File: config.mk
export PLATFORM = sky130hd
export DESIGN_NAME = alpha_over_pixel_blend_top
export DESIGN_NICKNAME = d
export VERILOG_FILES = /design/src/hdl/aop_pkg.sv /design/src/hdl/alpha_over_pixel_blend_top.sv /design/src/hdl/aop_wdiv.sv /design/src/hdl/aop_mix.sv
export SDC_FILE = /design/constraint.sdc
export NUM_CORES = 2
export LEC_CHECK = 0
export BUFFER_PORTS_ARGS = -buffer_cell sky130_fd_sc_hd__buf_2
export CORE_MARGIN = 5
export CORE_UTILIZATION = 50
export CTS_CLUSTER_DIAMETER = 200
export DETAILED_ROUTE_END_ITERATION = 8
export GPL_TIMING_DRIVEN = 0
export PLACE_DENSITY_LB_ADDON = 0.2
export SLEW_MARGIN = 5
export SYNTH_ARGS = -nofsm -noshare
export SYNTH_HDL_FRONTEND = slang
export SYNTH_SLANG_ARGS = --single-unit
File: constraint.sdc
create_clock -name clock -period 7.1 [get_ports clock]
set_input_delay 0 -clock clock [delete_from_list [all_inputs] [get_ports clock]]
set_output_delay 0 -clock clock [all_outputs]
set_load 0.02 [all_outputs]
File: src/hdl/aop_pkg.sv
// ----------------------------------------------------------------------------
// Alpha-over blend package
// Shared widths, pipeline depths, pixel types and the divide-by-255 helper.
// ----------------------------------------------------------------------------
package aop_pkg;

   localparam int PixW        = 8;
   localparam int ProdW       = 2 * PixW;
   localparam int BitsPerStage = 2;
   localparam int DivStages   = PixW / BitsPerStage;
   localparam int MixStages   = 2;
   localparam int SideDepth   = DivStages + MixStages;
   localparam int Latency     = 2 + SideDepth + 1;

   localparam logic [PixW-1:0] FullScale = 8'd255;

   typedef struct packed {
      logic [PixW-1:0] src_red;
      logic [PixW-1:0] src_green;
      logic [PixW-1:0] src_blue;
      logic [PixW-1:0] src_alpha;
      logic [PixW-1:0] dst_red;
      logic [PixW-1:0] dst_green;
      logic [PixW-1:0] dst_blue;
      logic [PixW-1:0] dst_alpha;
   } pix_type;

   typedef struct packed {
      pix_type         pix;
      logic [PixW-1:0] ap;
   } side_type;

   // Exact floor(x / 255) for any x up to 255 * 255.
   function automatic logic [PixW-1:0] div255(input logic [ProdW-1:0] x);
      logic [ProdW:0] t;
      t = {1'b0, x} + {{(PixW + 1){1'b0}}, x[ProdW-1:PixW]} + {{ProdW{1'b0}}, 1'b1};
      div255 = t[ProdW-1:PixW];
   endfunction

endpackage

File: src/hdl/alpha_over_pixel_blend_top.sv
// ----------------------------------------------------------------------------
// Alpha-over pixel blend, top level
// rsp_strobe marks the result of each accepted start; one item is taken every cycle while busy is low.
// The weight divider (four stages) and the channel mixers set the depth.
// busy is high only during reset; reset clears the valid pipeline.
// The receiver cannot stall, so results leave on a fixed schedule.
// ----------------------------------------------------------------------------
module alpha_over_pixel_blend_top (
   input  logic       clock,
   input  logic       reset,
   input  logic       start,
   output logic       busy,
   input  logic [7:0] req_src_red,
   input  logic [7:0] req_src_green,
   input  logic [7:0] req_src_blue,
   input  logic [7:0] req_src_alpha,
   input  logic [7:0] req_dst_red,
   input  logic [7:0] req_dst_green,
   input  logic [7:0] req_dst_blue,
   input  logic [7:0] req_dst_alpha,
   output logic       rsp_strobe,
   output logic [7:0] rsp_out_red,
   output logic [7:0] rsp_out_green,
   output logic [7:0] rsp_out_blue,
   output logic [7:0] rsp_out_alpha,
   output logic       rsp_written
);

   localparam int W = aop_pkg::PixW;
   localparam int P = aop_pkg::ProdW;
   localparam int L = aop_pkg::Latency;
   localparam int D = aop_pkg::SideDepth;

   logic [L-1:0]        vld_ff, vld_in;
   aop_pkg::pix_type    pix1_ff, pix1_in;
   logic [P-1:0]        prod1_ff, prod1_in;
   logic [P-1:0]        num1_ff, num1_in;
   aop_pkg::pix_type    pix2_ff;
   logic [P-1:0]        num2_ff;
   logic [W-1:0]        ap2_ff, ap2_in;
   logic [W:0]          ap_sum;
   logic [W-1:0]        q255;
   aop_pkg::side_type   side_ff[D];
   aop_pkg::side_type   side_in[D];
   aop_pkg::side_type   tail;
   logic [W-1:0]        weight;
   logic [W-1:0]        mix_red, mix_green, mix_blue;
   logic [W-1:0]        out_red_ff, out_red_in;
   logic [W-1:0]        out_green_ff, out_green_in;
   logic [W-1:0]        out_blue_ff, out_blue_in;
   logic [W-1:0]        out_alpha_ff, out_alpha_in;
   logic                written_ff, written_in;

   assign busy = reset;

   always_comb begin
      vld_in = {vld_ff[L-2:0], start & ~busy};

      pix1_in.src_red   = req_src_red;
      pix1_in.src_green = req_src_green;
      pix1_in.src_blue  = req_src_blue;
      pix1_in.src_alpha = req_src_alpha;
      pix1_in.dst_red   = req_dst_red;
      pix1_in.dst_green = req_dst_green;
      pix1_in.dst_blue  = req_dst_blue;
      pix1_in.dst_alpha = req_dst_alpha;
      prod1_in = {{W{1'b0}}, req_dst_alpha} * {{W{1'b0}}, req_src_alpha};
      num1_in  = {req_src_alpha, {W{1'b0}}} - {{W{1'b0}}, req_src_alpha};

      q255   = aop_pkg::div255(prod1_ff);
      ap_sum = {1'b0, pix1_ff.dst_alpha} + {1'b0, pix1_ff.src_alpha} - {1'b0, q255};
      if (ap_sum > {1'b0, aop_pkg::FullScale}) begin
         ap2_in = aop_pkg::FullScale;
      end else begin
         ap2_in = ap_sum[W-1:0];
      end

      side_in[0].pix = pix2_ff;
      side_in[0].ap  = ap2_ff;
      for (int s = 1; s < D; s++) begin
         side_in[s] = side_ff[s-1];
      end
   end

   always_ff @(posedge clock) begin
      if (reset) begin
         vld_ff <= '0;
      end else begin
         vld_ff <= vld_in;
      end
   end

   always_ff @(posedge clock) begin
      pix1_ff  <= pix1_in;
      prod1_ff <= prod1_in;
      num1_ff  <= num1_in;
      pix2_ff  <= pix1_ff;
      num2_ff  <= num1_ff;
      ap2_ff   <= ap2_in;
      for (int s = 0; s < D; s++) begin
         side_ff[s] <= side_in[s];
      end
   end

   aop_wdiv u_wdiv (
      .clock  (clock),
      .num    (num2_ff),
      .den    (ap2_ff),
      .weight (weight)
   );

   aop_mix u_mix_red (
      .clock  (clock),
      .src    (side_ff[aop_pkg::DivStages-1].pix.src_red),
      .dst    (side_ff[aop_pkg::DivStages-1].pix.dst_red),
      .weight (weight),
      .mixed  (mix_red)
   );

   aop_mix u_mix_green (
      .clock  (clock),
      .src    (side_ff[aop_pkg::DivStages-1].pix.src_green),
      .dst    (side_ff[aop_pkg::DivStages-1].pix.dst_green),
      .weight (weight),
      .mixed  (mix_green)
   );

   aop_mix u_mix_blue (
      .clock  (clock),
      .src    (side_ff[aop_pkg::DivStages-1].pix.src_blue),
      .dst    (side_ff[aop_pkg::DivStages-1].pix.dst_blue),
      .weight (weight),
      .mixed  (mix_blue)
   );

   always_comb begin
      tail = side_ff[D-1];
      if (tail.pix.src_alpha == '0) begin
         out_red_in   = tail.pix.dst_red;
         out_green_in = tail.pix.dst_green;
         out_blue_in  = tail.pix.dst_blue;
         out_alpha_in = tail.pix.dst_alpha;
         written_in   = 1'b0;
      end else begin
         out_red_in   = mix_red;
         out_green_in = mix_green;
         out_blue_in  = mix_blue;
         out_alpha_in = tail.ap;
         written_in   = 1'b1;
      end
   end

   always_ff @(posedge clock) begin
      out_red_ff   <= out_red_in;
      out_green_ff <= out_green_in;
      out_blue_ff  <= out_blue_in;
      out_alpha_ff <= out_alpha_in;
      written_ff   <= written_in;
   end

   assign rsp_strobe    = vld_ff[L-1];
   assign rsp_out_red   = out_red_ff;
   assign rsp_out_green = out_green_ff;
   assign rsp_out_blue  = out_blue_ff;
   assign rsp_out_alpha = out_alpha_ff;
   assign rsp_written   = written_ff;

`ifndef SYNTH
   a_strobe_follows_accept: assert property (@(posedge clock) disable iff (reset)
      rsp_strobe |-> $past(start && !busy, aop_pkg::Latency))
      else $error("Result strobe without an item accepted at the pipeline depth.");

   a_written_tracks_alpha: assert property (@(posedge clock) disable iff (reset)
      rsp_strobe |-> (rsp_written == ($past(req_src_alpha, aop_pkg::Latency) != 8'd0)))
      else $error("Written flag does not match the source alpha of its item.");

   a_pass_keeps_alpha: assert property (@(posedge clock) disable iff (reset)
      (rsp_strobe && !rsp_written) |->
         (rsp_out_alpha == $past(req_dst_alpha, aop_pkg::Latency)))
      else $error("Passed-through item lost its destination alpha.");

   a_blend_alpha_bound: assert property (@(posedge clock) disable iff (reset)
      (rsp_strobe && rsp_written) |->
         (rsp_out_alpha >= $past(req_src_alpha, aop_pkg::Latency) &&
          rsp_out_alpha >= $past(req_dst_alpha, aop_pkg::Latency)))
      else $error("Blended alpha fell below one of its input alphas.");
`endif

endmodule

File: src/hdl/aop_wdiv.sv
// ----------------------------------------------------------------------------
// Source weight divider
// Pipelined restoring divider for floor(num / den), two quotient bits per
// stage, with the quotient clamped to full scale and a zero divisor giving 0.
// ----------------------------------------------------------------------------
module aop_wdiv (
   input  logic                                clock,
   input  logic [aop_pkg::ProdW-1:0]           num,
   input  logic [aop_pkg::PixW-1:0]            den,
   output logic [aop_pkg::PixW-1:0]            weight
);

   localparam int W = aop_pkg::PixW;
   localparam int S = aop_pkg::DivStages;

   logic [W-1:0] rem_ff [S];
   logic [W-1:0] quo_ff [S];
   logic [W-1:0] lo_ff  [S];
   logic [W-1:0] den_ff [S];
   logic         ovf_ff [S];
   logic         zero_ff[S];

   logic [W-1:0] rem_in [S];
   logic [W-1:0] quo_in [S];
   logic [W-1:0] lo_in  [S];

   logic [W-1:0] stage_rem [S];
   logic [W-1:0] stage_quo [S];
   logic [W-1:0] stage_lo  [S];
   logic [W-1:0] stage_den [S];
   logic         stage_ovf [S];
   logic         stage_zero[S];

   function automatic logic [W:0] div_step(input logic [W-1:0] rem, input logic nb,
                                           input logic [W-1:0] dv);
      logic [W:0] t;
      logic [W:0] diff;
      t    = {rem, nb};
      diff = t - {1'b0, dv};
      if (t >= {1'b0, dv}) begin
         div_step = {1'b1, diff[W-1:0]};
      end else begin
         div_step = {1'b0, t[W-1:0]};
      end
   endfunction

   always_comb begin
      stage_rem[0]  = num[2*W-1:W];
      stage_quo[0]  = '0;
      stage_lo[0]   = num[W-1:0];
      stage_den[0]  = den;
      stage_ovf[0]  = (num[2*W-1:W] >= den);
      stage_zero[0] = (den == '0);
      for (int s = 1; s < S; s++) begin
         stage_rem[s]  = rem_ff[s-1];
         stage_quo[s]  = quo_ff[s-1];
         stage_lo[s]   = lo_ff[s-1];
         stage_den[s]  = den_ff[s-1];
         stage_ovf[s]  = ovf_ff[s-1];
         stage_zero[s] = zero_ff[s-1];
      end
   end

   always_comb begin
      logic [W-1:0] r;
      logic [W-1:0] q;
      logic [W-1:0] lo;
      logic [W:0]   res;
      for (int s = 0; s < S; s++) begin
         r  = stage_rem[s];
         q  = stage_quo[s];
         lo = stage_lo[s];
         for (int b = 0; b < aop_pkg::BitsPerStage; b++) begin
            res = div_step(r, lo[W-1], stage_den[s]);
            q   = {q[W-2:0], res[W]};
            r   = res[W-1:0];
            lo  = {lo[W-2:0], 1'b0};
         end
         rem_in[s] = r;
         quo_in[s] = q;
         lo_in[s]  = lo;
      end
   end

   always_ff @(posedge clock) begin
      for (int s = 0; s < S; s++) begin
         rem_ff[s]  <= rem_in[s];
         quo_ff[s]  <= quo_in[s];
         lo_ff[s]   <= lo_in[s];
         den_ff[s]  <= stage_den[s];
         ovf_ff[s]  <= stage_ovf[s];
         zero_ff[s] <= stage_zero[s];
      end
   end

   always_comb begin
      if (zero_ff[S-1]) begin
         weight = '0;
      end else if (ovf_ff[S-1]) begin
         weight = aop_pkg::FullScale;
      end else begin
         weight = quo_ff[S-1];
      end
   end

endmodule

File: src/hdl/aop_mix.sv
// ----------------------------------------------------------------------------
// Colour channel mixer
// Two register stages computing floor((src*w + dst*(255-w)) / 255).
// ----------------------------------------------------------------------------
module aop_mix (
   input  logic                      clock,
   input  logic [aop_pkg::PixW-1:0]  src,
   input  logic [aop_pkg::PixW-1:0]  dst,
   input  logic [aop_pkg::PixW-1:0]  weight,
   output logic [aop_pkg::PixW-1:0]  mixed
);

   localparam int W = aop_pkg::PixW;
   localparam int P = aop_pkg::ProdW;

   logic [P-1:0] ps_ff, ps_in;
   logic [P-1:0] pd_ff, pd_in;
   logic [P-1:0] sum_ff;
   logic [P:0]   sum_in;
   logic [W-1:0] inv_w;

   always_comb begin
      inv_w  = aop_pkg::FullScale - weight;
      ps_in  = {{W{1'b0}}, src} * {{W{1'b0}}, weight};
      pd_in  = {{W{1'b0}}, dst} * {{W{1'b0}}, inv_w};
      sum_in = {1'b0, ps_ff} + {1'b0, pd_ff};
   end

   always_ff @(posedge clock) begin
      ps_ff  <= ps_in;
      pd_ff  <= pd_in;
      sum_ff <= sum_in[P-1:0];
   end

   assign mixed = aop_pkg::div255(sum_ff);

endmodule
* Yosys cells after proc, flatten, opt, wreduce, memory -nomap -nowiden *
Memories as Yosys holds them, arrays and structs flattened.
Index checks and enable logic that the tools add are counted.

word-level totals
  register bits = 370
  latch bits = 0
  bits in writable memories = 560
  memory bits (read-only) = 0
  input port bits = 67
  output and inout port bits = 35
  word-level logic and storage cells = 101
  memories = 7

cells by class
  add/sub/neg operators = 23
  multipliers = 7
  divide/modulo/power cells = 0
  $lt $le $gt $ge = 10
  equal/unequal tests = 0
  shift-type cells = 0
  mux-type cells = 15
  bitwise operators = 2
  reductions and logical operators = 2

memory list
  memory           depth  bits a word  rd ports  clocked after Yosys merged registers in  wr ports  RTL line                          source
  side_ff          6      72           6         0                                        6         alpha_over_pixel_blend_top.sv:43  aop_pkg::side_type side_ff[D];
  u_wdiv.den_ff    4      8            3         0                                        4         aop_wdiv.sv:19                    logic [W-1:0] den_ff [S];
  u_wdiv.quo_ff    4      8            4         0                                        4         aop_wdiv.sv:17                    logic [W-1:0] quo_ff [S];
  u_wdiv.rem_ff    4      8            3         0                                        4         aop_wdiv.sv:16                    logic [W-1:0] rem_ff [S];
  u_wdiv.lo_ff     4      6            3         0                                        4         aop_wdiv.sv:18                    logic [W-1:0] lo_ff [S];
  u_wdiv.ovf_ff    4      1            4         0                                        4         aop_wdiv.sv:20                    logic ovf_ff [S];
  1 more memories  -      -            -         -                                        -         -

operators with widths
  operator                                                        count
  multiplier 8 x 8 -> 16 bit                                      7
  >= comparator 9 x 8 -> 1 bit                                    8
  2-to-1 mux 9 bit                                                8
  adder 16 x 1 -> 16 bit (second input constant)                  4
  adder 16 x 8 -> 16 bit                                          4
  subtractor 8 bit                                                8
  adder 16 bit                                                    3
  2-to-1 mux 8 bit                                                6
  zero test 8 bit                                                 2
  subtractor 16 x 8 -> 16 bit                                     1
  adder 8 x 8 -> 9 bit                                            1
  greater-than comparator 9 x 8 -> 1 bit (second input constant)  1
  subtractor 9 x 8 -> 9 bit                                       1
  >= comparator 8 bit                                             1
  subtractor 8 bit (first input constant)                         1
  AND 1 bit                                                       1
  2-to-1 mux 1 bit                                                1
  NOT 1 bit                                                       1

* Depth between registers and ports, before layout *
An unclocked memory read counts as a cell.

  depth in word-level cells = 5
  depth in mapped cells = 21
  gate-level depth less buffers = 19

* Hierarchy *
From an unflattened synthesis, not the netlist that was laid out.

unflattened totals
  cells, all modules = 3695
  area total of the unflattened synthesis = 40121.0 um^2

by module, submodules not included
  module                      times used  cells an instance  area an instance (um^2)  seq. area each (um^2)
  alpha_over_pixel_blend_top  1           1048               15787.6                  12171.7
  aop_mix at u_mix_red        1           714                6441.2                   960.9
  aop_mix at u_mix_blue       1           698                6352.3                   960.9
  aop_mix at u_mix_green      1           677                6188.4                   960.9
  aop_wdiv                    1           558                5351.4                   1761.7

* Worst setup path before layout *
OpenSTA, ideal clock, no wires.

  path type = reg-to-reg
  start point = memory u_wdiv.ovf_ff[3]
  end point = register u_mix_blue.ps_ff[15]
  library setup time = 120 ps
  data arrival time = 4995 ps
  data required time = 6980 ps
  path slack = 1985 ps
  stages on the path, launching flop included = 21
  path buffers = 2
  cells stage by stage = dfxtp_1 > clkbuf_1 > nor2_1 > nor2_1 > clkbuf_1 > nand2_1 > fa_1 > fa_1 > inv_1 > fa_1 > inv_1 > fa_1 > inv_1 > ha_1 > o21a_1 > o31a_1 > o211ai_1 > a21oi_1 > a2111oi_0 > a21oi_1 > xnor2_1

RTL lines
  item                  RTL line        source
  from (decl)           aop_wdiv.sv:20
  to (signal assigned)  aop_mix.sv:30   ps_ff <= ps_in;
  to (decl)             aop_mix.sv:16   logic [P-1:0] ps_ff, ps_in;

==> impl_metrics.yaml <==
outcome:
  status: "completed"
finish:
  final_cell_mix: "dfxtp_1, inv_1, ha_1, nand2_1, fa_1"
  register_area_mm2: 0.0163
  multiInputGateArea_mm2: 0.0201
  layout_commonest_cell: "dfxtp_1"
  fin_area_mm2: 0.0440
  fin_nets: 4622
  antenna_cells: 0
  drive_above_1_share: 0.0783
  area_delta_synth_final_pct: 15.2
  fillCellCount: 6448
detailed_routing:
  dr.pass1.iters: 5
  detail-route-antenna-nets: 0
  wl_met1_um: 34400
  drc: 0
  wl_um: 75900
  drt-wirelength-per-cell_um: 15.4
  drtIter0Drc: 1081
  viasPerCell: 4.94
  met2_length_um: 36400
  vias: 24300
  highest_layer: "met5"
  wl_met3_um: 2890
clock_network:
  path_clk_slew_ns: 0.06
  cts_made_buffers: 82
  clock_sinks: 813
  cts_tree: "built"
  clock_path_buffers: 3
  cts_root_buf: "clkbuf_16"
  cts.htree.levels: 3
  worstSkewPairLatency_ns: 0.63
sta:
  finClkSkew_ns: 0.0187
  hold_violations: 0
  rsz0062_at_grt: "false"
  setup_violations: 0
  period_share: 0.917
  slew_violations: 0
  whs_ns: 0.0414
  slew_headroom: 0.338
  fin_setup_tns_ns: 0
  fmax_ghz: 0.154
  worst_pin_slew_ns: 0.969
  finalWorstPathRequiredPeriod_ns: 6.51
floorplanning:
  initial_core_util: 0.504
  fp.dieW_um: 286
  rows: 101
  core_area_mm2: 0.0758
  io_pins: 102
  die_area_mm2: 0.0820
  die_h_um: 286
place:
  dp_hpwl_um: 57600
  place_area_mm2: 0.0399
  place.gp.congestion: 0.852
  port-buffer-count: 101
critical_path:
  arrival_ns: 7.01
  cp_max_fo: 10
  crit_type: "reg2reg"
  cp-end-kind: "register"
  startpoint_type: "register"
  required_ns: 7.60
  critPathSlowestCell: "a2111oi_0"
  cpPeakStageDelay_ns: 0.69
  critical_path.most_common_cell: "fa_1"
  crit_chain: "clkbuf_1, nor2_1, nor2_1, clkbuf_1, nand2_1, fa_1, fa_1, inv_1, fa_1, inv_1, fa_1, inv_1, ha_1, o21a_1, o31a_1, o211ai_1, a21oi_1, a2111oi_0, a21oi_1, xnor2_1"
synthesis:
  syn_inst: 3583
  async_flop_share: 0
  syn-cell-area_mm2: 0.0382
  ys_ff_latch: 813
  ys_warn_count: 0
  syn_nets: 4327
  yosysUniqueCellTypes: 71
  ys.flop_type: "dfxtp_1"
  yosysSeqAreaShare: 0.426
  avgSynthCellArea_um2: 10.7
  synth_edf_count: 0
global_routing:
  antenna_found_initial: 2
  grt_usage: 0.190
  grt_pass1_wl_um: 127000
  grt_max_degree: 17
  grt_overflow: 0
  grt_pass1_vias: 25200
hold_path:
  hold_path_class: "in2reg"
job:
  cap_violations: 0
per-stage QoR:
stage	setup WS, ns	cells	utilization
final	0.588	4926	0.580
after global routing	0.0646	4926	0.580
after CTS	0.496	4926	0.580
after detailed placement	0.523	4662	0.527
after global placement	0.591	4662	0.527
after floorplan	1.99	3583	-
cell type report:
| class | instances | share of cell area |
|---|---|---|
| multi-input combinational | 2281 | 0.456 |
| sequential | 813 | 0.370 |
| clock buffer | 104 | 0.0515 |
| timing repair buffer | 211 | 0.0365 |
| inverter | 428 | 0.0365 |
| tap | 978 | 0.0278 |
| clock inverter | 50 | 0.0160 |
| buffer | 61 | 0.00543 |
sequential cells by signal (all words and copies together) (netlist names), 20 cells and up:
| name | count |
|---|---|
| u_wdiv.quo_ff | 20 |
| u_wdiv.rem_ff | 24 |
| pix2_ff | 63 |
| side_ff | 384 |
| pix1_ff | 63 |
worst max-delay path: cells and delay by family, from the launching register on:
kind,cells,cell delay (ns)
xor gates and xnor gates,1,0.36
adders and majority gates,5,2.45
buffers and inverters,5,1.07
and+or+nand+nor,3,0.72
DFF,1,0.31
AOI/OAI and AO/OA,6,1.48
Yosys cell counts (31+ instances only):
master | instances | share of area
a21oi_1 | 163 | 0.021
inv_1 | 428 | 0.042
xor2_1 | 50 | 0.011
o21ai_0 | 69 | 0.0090
xnor2_1 | 131 | 0.030
dfxtp_1 | 813 | 0.43
ha_1 | 407 | 0.13
nor3_1 | 34 | 0.0045
fa_1 | 270 | 0.14
nor2_1 | 161 | 0.016
mux2_2 | 33 | 0.0097
clkbuf_1 | 52 | 0.0051
nor2b_1 | 50 | 0.0082
and2_1 | 241 | 0.039
nand3_1 | 38 | 0.0050
nand2_1 | 314 | 0.031
a21o_1 | 31 | 0.0061
o21a_1 | 52 | 0.010
layer usage:
layer,up-vias,GRT usage
li1,12200,-
met1,11600,0.248
met2,381,0.327
met3,135,0.0322
met4,2,0.0566
met5,-,0
final timing paths:
| path | from | endpoint | slack (ns) | cells after the start |
|---|---|---|---|---|
| worst max register to register | u_wdiv.ovf_ff[3]$_DFF_P_ | u_mix_blue.ps_ff[15]$_DFF_P_ | 0.59 | 20 |
| worst min register to register | side_ff[0][56]$_DFF_P_ | side_ff[1][56]$_DFF_P_ | 0.31 | 0 |
| worst min-delay path | req_src_green[7] | pix1_ff[55]$_DFF_P_ | 0.04 | 2 |
| worst max-delay path | u_wdiv.ovf_ff[3]$_DFF_P_ | u_mix_blue.ps_ff[15]$_DFF_P_ | 0.59 | 20 |
cells by family after synthesis:
logic type | count (synthesis) | share of synthesized area
buffers and inverters | 489 | 0.0483
muxes | 50 | 0.0148
AOI/OAI and AO/OA | 435 | 0.0734
adders and majority gates | 677 | 0.275
xor gates and xnor gates | 181 | 0.0415
DFF | 813 | 0.426
and+or+nand+nor | 938 | 0.121
what timing repair did:
action | 4_1_cts | 5_1_grt
gates resized for setup | 0 | 2
hold buffers | 110 | 0
setup endpoints to repair | 0 | 1
endpoints found under the hold margin | 89 | 0
buffers inserted | 0 | 0
Power is not shown: default switching activity piles up to over one toggle a cycle in this logic, so the estimate is an artifact.
